===== config.mk =====
export PLATFORM = sky130hd
export DESIGN_NAME = lmsd_ctrl
export DESIGN_NICKNAME = d
export VERILOG_FILES = /design/src/rtl/lmsd_pkg.sv /design/src/rtl/lmsd_ctrl.sv
export SDC_FILE = /design/constraint.sdc
export NUM_CORES = 1
export LEC_CHECK = 0
export BUFFER_PORTS_ARGS = -buffer_cell sky130_fd_sc_hd__buf_4
export CORE_AREA = 2 2 39 41
export DETAILED_ROUTE_END_ITERATION = 16
export DIE_AREA = 0 0 41 43
export SYNTH_ARGS = -nofsm -noshare
export SYNTH_HDL_FRONTEND = slang
export SYNTH_SLANG_ARGS = --single-unit

===== constraint.sdc =====
create_clock -name clock -period 3.4 [get_ports clock]
set_clock_uncertainty 0.05 [all_clocks]
set_input_delay 0 -clock clock [delete_from_list [all_inputs] [get_ports clock]]
set_output_delay 0 -clock clock [all_outputs]
set_load 0.1 [all_outputs]

===== src/rtl/lmsd_pkg.sv =====
// ----------------------------------------------------------------------------
// LED matrix scan driver package
// Geometry constants, derived widths, command, operation and state codes,
// and the structs that join the controller to the datapath.
// ----------------------------------------------------------------------------
package lmsd_pkg;

   localparam int ROWS    = 16;
   localparam int COLUMNS = 16;
   localparam int PANELS  = 6;

   localparam int SUBPIX = COLUMNS * 3;
   localparam int CELLS  = ROWS * SUBPIX;
   localparam int SUB_W  = $clog2(SUBPIX);
   localparam int CELL_W = (CELLS > 1) ? $clog2(CELLS) : 1;

   // fixed field widths of the ports and the phase counter
   localparam int CMD_W    = 2;
   localparam int PANEL_W  = 3;
   localparam int COORD_W  = 4;
   localparam int SERIAL_W = 6;
   localparam int ROW_W    = 4;
   localparam int PHASE_W  = 4;

   localparam int PHASE_MOD = 9;

   typedef logic [PANELS-1:0]   panel_vec_type;
   typedef logic [SUB_W-1:0]    sub_type;
   typedef logic [CELL_W-1:0]   cell_addr_type;
   typedef logic [ROW_W-1:0]    row_type;
   typedef logic [PHASE_W-1:0]  phase_type;
   typedef logic [SERIAL_W-1:0] serial_type;
   typedef logic [5:0]          x3_type;

   localparam panel_vec_type PANEL_MASK = '1;

   typedef enum logic [CMD_W-1:0] {
      CMD_SET   = 2'd0,
      CMD_CLEAR = 2'd1,
      CMD_SCAN  = 2'd2,
      CMD_NONE  = 2'd3
   } cmd_type;

   typedef enum logic [2:0] {
      OP_INIT,
      OP_SET,
      OP_CLEAR,
      OP_SCAN,
      OP_COPY,
      OP_LATCH
   } op_type;

   typedef enum logic [2:0] {
      ST_INIT,
      ST_IDLE,
      ST_SET,
      ST_CLEAR,
      ST_SCAN,
      ST_LATCH,
      ST_COPY
   } state_type;

   typedef struct packed {
      logic   load;
      op_type op;
      logic   issue;
      logic   latch_go;
   } ctrl_cmd_type;

   typedef struct packed {
      logic last_issue;
      logic set_ok;
      logic clear_ok;
      logic wrap;
      logic s1_busy;
   } dp_status_type;

endpackage


===== src/rtl/lmsd_ctrl.sv =====
// ----------------------------------------------------------------------------
// LED matrix scan driver controller
// Sequences the init pass, pixel writes, panel clears, row scans and the
// store copy that follows the last row.
// ----------------------------------------------------------------------------
module lmsd_ctrl (
   input  logic                    clock,
   input  logic                    reset,
   input  logic                    start,
   input  lmsd_pkg::cmd_type       req_cmd,
   input  lmsd_pkg::dp_status_type status,
   output lmsd_pkg::ctrl_cmd_type  cmd,
   output logic                    busy
);

   lmsd_pkg::state_type state_ff, state_in;
   logic                accept;

   assign busy   = (state_ff != lmsd_pkg::ST_IDLE) || status.s1_busy;
   assign accept = start && !busy;

   always_ff @(posedge clock) begin
      if (reset) begin
         state_ff <= lmsd_pkg::ST_INIT;
      end else begin
         state_ff <= state_in;
      end
   end

   always_comb begin
      state_in = state_ff;
      case (state_ff)
         lmsd_pkg::ST_INIT, lmsd_pkg::ST_SET, lmsd_pkg::ST_CLEAR, lmsd_pkg::ST_COPY: begin
            if (status.last_issue) begin
               state_in = lmsd_pkg::ST_IDLE;
            end
         end
         lmsd_pkg::ST_IDLE: begin
            if (accept) begin
               case (req_cmd)
                  lmsd_pkg::CMD_SET: begin
                     if (status.set_ok) begin
                        state_in = lmsd_pkg::ST_SET;
                     end
                  end
                  lmsd_pkg::CMD_CLEAR: begin
                     if (status.clear_ok) begin
                        state_in = lmsd_pkg::ST_CLEAR;
                     end
                  end
                  lmsd_pkg::CMD_SCAN: state_in = lmsd_pkg::ST_SCAN;
                  default:            state_in = lmsd_pkg::ST_IDLE;
               endcase
            end
         end
         lmsd_pkg::ST_SCAN: begin
            if (status.last_issue) begin
               state_in = lmsd_pkg::ST_LATCH;
            end
         end
         lmsd_pkg::ST_LATCH: begin
            state_in = status.wrap ? lmsd_pkg::ST_COPY : lmsd_pkg::ST_IDLE;
         end
         default: state_in = lmsd_pkg::ST_IDLE;
      endcase
   end

   always_comb begin
      cmd.load     = 1'b0;
      cmd.op       = lmsd_pkg::OP_SCAN;
      cmd.issue    = 1'b0;
      cmd.latch_go = 1'b0;
      case (state_ff)
         lmsd_pkg::ST_INIT, lmsd_pkg::ST_SET, lmsd_pkg::ST_CLEAR,
         lmsd_pkg::ST_SCAN, lmsd_pkg::ST_COPY: begin
            cmd.issue = 1'b1;
         end
         lmsd_pkg::ST_IDLE: begin
            cmd.load = accept;
            case (req_cmd)
               lmsd_pkg::CMD_SET:   cmd.op = lmsd_pkg::OP_SET;
               lmsd_pkg::CMD_CLEAR: cmd.op = lmsd_pkg::OP_CLEAR;
               default:             cmd.op = lmsd_pkg::OP_SCAN;
            endcase
         end
         lmsd_pkg::ST_LATCH: begin
            cmd.latch_go = 1'b1;
            // arm the draw-to-display copy after the last row
            cmd.load     = status.wrap;
            cmd.op       = lmsd_pkg::OP_COPY;
         end
         default: begin
            cmd.load = 1'b0;
         end
      endcase
   end

endmodule


==> summary.md, run 1 <==
| Metric | Value |
|---|---|
| Status | completed |
| Seq/Total Area, Yosys | 19.7% |
| Critical Path RT | 3.35 ns |
| Maximum VDD drop | 182 µV |
| Placed inst area | 440 µm² |
| CP max FO | 6 |
| Ratio of cells with drive above 1 in the final layout | 43.1% |
| Initial core utilization | 22.1% |
| Most flop-heavy register | state_ff |
| Worst path slowest cell | dfxtp_1 |
| Clock Latency Late Sink | 0.23 ns |
| Yosys cell types | 23 |
| DRC violations left | 0 |
| First-pass GRT wire length | 1280 µm |
| Vias in the first global route | 333 |
| Int Pwr | 106 µW |
| Vias | 344 |
| XOR/XNOR Fraction of Synth Area | 0% |
| CP startpoint kind | register |
| Die area | 0.00176 mm² |
| Commonest non-fill, non-tap cell in the layout | buf_4 |
| Area Overhead vs Synth | 56.1% |
| Via/cell ratio | 4.65 |
| Worst Path Arrival | 1.42 ns |
| GRT Overall Usage | 10.5% |
| Net Sw Power | 68.7 µW |
| #FFs+latches synth | 3 |
| WL per Instance | 10.3 µm |
| Mux share of post-synthesis cell area | 8.20% |
| Clk pwr share | 34.9% |
| Synth Area in Compound Gates | 28.7% |
| Final wirelength | 765 µm |
| Post-Synth Adder-Cell Area | 0% |
| Die Y | 43 µm |
| Final instance area | 477 µm² |
| Count of warnings emitted by yosys | 0 |
| CP Capture Type | output pin |
| Worst slew pin tran | 0.392 ns |
| Io pins | 17 |
| Critical path type | reg -> out |
| LEAKAGE | 0.000191 µW |
| Pre-CTS setup slack | 2.07 ns |
| Combinational group share of total power | 41.5% |
| Die span in x | 41 µm |
| Simple-gate share of the synthesized area | 38.1% |
| Commonest non-fill, non-tap cells in the layout | buf_4, nor2_1 |
| Fin crit share | 43.1% |
| Power Density | 367 mW/mm² |
| Nets@finish | 69 |
| Post-route setup TNS | 0 ns |
| Initial antenna violation count | 0 |
| Max Cap Viol | 0 |
| Final setup viols | 0 |
| Tmin final | 1.47 ns |
| TritonCTS clock tree | yes |
| Sw Share | 39.2% |
| # diodes | 0 |
| H-Tree Depth | 1 |
| Mapped Cells | 38 |
| WHS | 0.107 ns |
| Final Hold Fails | 0 |
| Port Buffer Count | 16 |
| Pwr Total | 175 µW |
| Longest Clk Path Bufs | 2 |
| Biggest regs | state_ff x3 |
| Root buffer cell | clkbuf_4 |
| Largest register FFs | 3 |
| Overflow after GRT | 0 |
| Gpl congestion | 0.814 |
| Hold Crit Class | in -> reg |
| Initial drt markers | 11 |
| Number of synthesized flops with an enable pin | 0 |
| Sink Count | 3 |
| Fmax | 0.683 GHz |
| CTS clk-pin slew, worst paths | 0.04 ns |
| Share of power burned in registers | 23.6% |
| Drt first pass iters | 4 |
| Hold Crit Depth | 4 |
| Net Count, Synth | 48 |
| # fillers | 148 |
| Largest net degree at the start of global routing | 13 |
| Largest stage delay, worst path | 0.45 ns |
| Fin worst setup slack | 1.93 ns |
| Main combinational cell family by area after synthesis | simple AND/OR/NAND/NOR gates |
| Ys async rst share | 0% |
| RSZ-0062 raised after global routing | no |
| R2R cell count | 4 |
| Number of routed nets with antenna violations | 0 |
| Synthesized cell area | 305 µm² |
| Post-detail-place hpwl | 588 µm |
| Ys flop type | dfxtp_1 |
| CTS Buf Count | 3 |
| Max-slew headroom | 73.8% |
| Row cnt | 14 |
| Area of the core | 0.00138 mm² |
| Pins Over Slew Limit | 0 |
| Synth Area per Inst | 8.03 µm² |
| Cell chain of the critical path | nor2b_1 -> o21ai_0 -> buf_4 |
[critical path: cells and delay by family (launching register included)]
family	cells	cell delay (ns)
AO/OA/AOI/OAI	1	0.15
buffers and inverters	1	0.26
flip-flops	1	0.45
AND/OR/NAND/NOR	1	0.32
[power groups by stage]
stage	clock, µW	sequential, µW	combinational (µW)
6_report	61.1	41.4	72.6
5_1_grt	69.0	41.8	77.3
4_1_cts	64.9	41.4	72.8
3_5_place_dp	0	42.0	71.7
3_3_place_gp	0	41.8	71.8
2_1_floorplan	0	40.4	53.5
[layer usage]
metal | share of wire (%) | vias up | GRT usage [%]
met3 | 6.8 | 0 | 4.71
met2 | 44 | 13 | 14.4
met5 | 0 | - | 0
met1 | 49 | 153 | 14.4
li1 | - | 178 | -
met4 | 0 | 0 | 3.33
[cell families after synthesis]
kind of cell,Yosys count
multiplexers,2
AO/OA/AOI/OAI,12
AND/OR/NAND/NOR,17
flip-flops,3
buffers and inverters,4
[cell type report]
type	count	area [µm²]	share of cell area, %
clock buffers	4	26.3	5.51
inverters	3	11.3	2.36
multi-input cells	31	229	48.0
flip-flops and latches	3	60.1	12.6
well taps	16	20.0	4.20
repair buffers	17	130	27.3
[timing repair]
item | in CTS | in global routing
endpoints found under the setup margin | 0 | 0
hold buffers | 1 | 0
buffers inserted | 0 | 0
hold endpoints to repair | 1 | 0
gates resized for setup | 0 | 0
[cells in the mapped netlist, types with 2 or more instances]
library cell | instances | area, µm²
nor2_1 | 4 | 15.0
dfxtp_1 | 3 | 60.1
inv_1 | 3 | 11.3
nand2_1 | 3 | 11.3
nor2b_1 | 3 | 18.8
o21ai_0 | 3 | 15.0
a21oi_1 | 2 | 10.0
o21ai_1 | 2 | 10.0
[worst paths after layout]
| check | startpoint | to | slack (ns) |
|---|---|---|---|
| max | state_ff[0] | cmd[2] | 1.93 |
| min | req_cmd[1] | state_ff[1] | 0.11 |
| max reg2reg | state_ff[2] | state_ff[2] | 2.07 |
| min reg2reg | state_ff[1] | state_ff[1] | 0.45 |
[through the flow]
step           util, %  instances
6_report          34.4         74
3_3_place_gp      31.8         69
3_5_place_dp      31.8         69
5_1_grt           34.4         74
2_1_floorplan        -         38
4_1_cts           34.4         74
Power figures use the tool's default switching activity.
==> inputs of run 2 (changes only) <==
==> constraint.sdc (replaced) <==
create_clock -name clock -period 1.33 [get_ports clock]
set_clock_uncertainty 0.05 [all_clocks]
set_input_delay 0 -clock clock [delete_from_list [all_inputs] [get_ports clock]]
set_output_delay 0 -clock clock [all_outputs]
set_load 0.1 [all_outputs]
==> summary.md, run 2 (synthesis results as in run 1) <==
| Metric | Value |
|---|---|
| Status | completed |
| LEAKAGE | 0.000252 µW (+32%) |
| Worst slew pin tran | 0.339 ns (-0.0532 ns) |
| Clock Latency Late Sink | 0.25 ns (+0.02 ns) |
| Vias in the first global route | 353 (+6.0%) |
| Critical path type | reg -> out |
| Fin worst setup slack | 0.0335 ns (-1.90 ns) |
| DRC violations left | 0 (unchanged) |
| CP startpoint kind | register |
| Via/cell ratio | 4.62 (-0.57%) |
| Initial core utilization | 22.1% (unchanged) |
| Final Hold Fails | 0 (unchanged) |
| Largest register FFs | 3 (unchanged) |
| Overflow after GRT | 0 (unchanged) |
| Root buffer cell | clkbuf_4 |
| Die Y | 43 µm (unchanged) |
| Initial antenna violation count | 0 (unchanged) |
| Post-detail-place hpwl | 663 µm (+13%) |
| TritonCTS clock tree | yes |
| Die area | 0.00176 mm² (unchanged) |
| Io pins | 17 (unchanged) |
| Fmax | 0.771 GHz |
| Critical Path RT | 1.28 ns (-2.07 ns) |
| Tmin final | 1.30 ns |
| GRT Overall Usage | 11.9% (+1.4 points) |
| Sink Count | 3 (unchanged) |
| Row cnt | 14 (unchanged) |
| Area of the core | 0.00138 mm² (unchanged) |
| CTS Buf Count | 3 (unchanged) |
| Initial drt markers | 7 (-4) |
| Commonest non-fill, non-tap cells in the layout | buf_4, nand2_1, clkbuf_4 |
| Post-route setup TNS | 0 ns (unchanged) |
| Maximum VDD drop | 282 µV (+55%) |
| CP Capture Type | output pin |
| First-pass GRT wire length | 1380 µm (+8.2%) |
| # diodes | 0 (unchanged) |
| Pins Over Slew Limit | 0 (unchanged) |
| Nets@finish | 77 (+12%) |
| Pre-CTS setup slack | 0.0506 ns (-2.02 ns) |
| Drt first pass iters | 4 (unchanged) |
| Die span in x | 41 µm (unchanged) |
| CP max FO | 8 (+2) |
| Final setup viols | 0 (unchanged) |
| WL per Instance | 11.0 µm (+6.3%) |
| Worst Path Arrival | 1.25 ns (-0.17 ns) |
| Max-slew headroom | 77.3% (+3.5 points) |
| Final wirelength | 901 µm (+18%) |
| R2R cell count | 4 (unchanged) |
| CTS clk-pin slew, worst paths | 0.04 ns (about the same) |
| Gpl congestion | 0.744 (-8.6%) |
| Hold Crit Depth | 4 (unchanged) |
| Number of routed nets with antenna violations | 0 (unchanged) |
| RSZ-0062 raised after global routing | yes |
| Fin crit share | 97.5% |
| H-Tree Depth | 1 (unchanged) |
| Core Util, Final | 44.8% (+10 points) |
| Commonest non-fill, non-tap cell in the layout | buf_4 |
| Power Density | 832 mW/mm² (+130%) |
| Biggest regs | state_ff x3 |
| Ratio of cells with drive above 1 in the final layout | 65.2% (+22 points) |
| Vias | 379 (+10%) |
| Hold Crit Class | in -> reg |
| Longest Clk Path Bufs | 2 (unchanged) |
| Most flop-heavy register | state_ff |
| Largest net degree at the start of global routing | 9 (-4) |
| Max Cap Viol | 0 (unchanged) |
| Port Buffer Count | 16 (unchanged) |
| Area Overhead vs Synth | 103% |
-- run 2: timing repair --
item / in CTS / in global routing
endpoints found under the setup margin: 6 / 4
buffers inserted: 0 / 1
hold buffers: 1 / 0
hold endpoints to repair: 1 / 0
pin swaps: 0 / 2
gates resized for setup: 8 / 6
-- run 2: worst max-delay path, stage by stage (launching register included) --
cell	delay [ns]
dfxtp_4	0.37
buf_4	0.14
buf_4	0.15
o21ai_4	0.15
buf_12	0.19
-- run 2: area by class of cell --
type	count	area [µm²]
fillers	128	764
multi-input cells	31	274
clock buffers	4	26.3
repair buffers	25	223
flip-flops and latches	3	65.1
inverters	3	11.3
well taps	16	20.0
-- run 2: stage by stage --
step	power [µW]	cells	area, µm²	hold WS, ns
finish	515	82	619	0.109
global route	539	82	619	0.170
CTS	508	81	587	0.121
floorplan	251	38	335	0.0179
global placement	322	76	520	0.141
detailed placement	322	76	520	0.141
-- run 2: where the power goes --
| group | switching (µW) | total [µW] | leakage (µW) | internal (µW) |
|---|---|---|---|---|
| clock network | 57.5 | 171 | 0.0000150 | 113 |
| registers | 6.53 | 101 | 0.0000256 | 94.9 |
| logic | 143 | 243 | 0.000212 | 99.9 |
| total | 207 | 515 | 0.000252 | 308 |
-- run 2: path summary, 6_finish.rpt --
kind                     from     endpoint  slack [ns]
setup / recovery  state_ff[2]       cmd[3]        0.03
hold / removal     req_cmd[1]  state_ff[1]        0.11
setup reg to reg  state_ff[1]  state_ff[0]        0.10
hold reg to reg   state_ff[1]  state_ff[1]        0.57
-- run 2: layer usage --
| layer | vias up | global-route usage, % | wire (µm) |
|---|---|---|---|
| li1 | 197 | - | - |
| met1 | 162 | 14.1 | 378 |
| met2 | 17 | 16.9 | 430 |
| met3 | 3 | 3.14 | 66 |
| met4 | 0 | 10.0 | 26 |
| met5 | - | 0 | 0 |
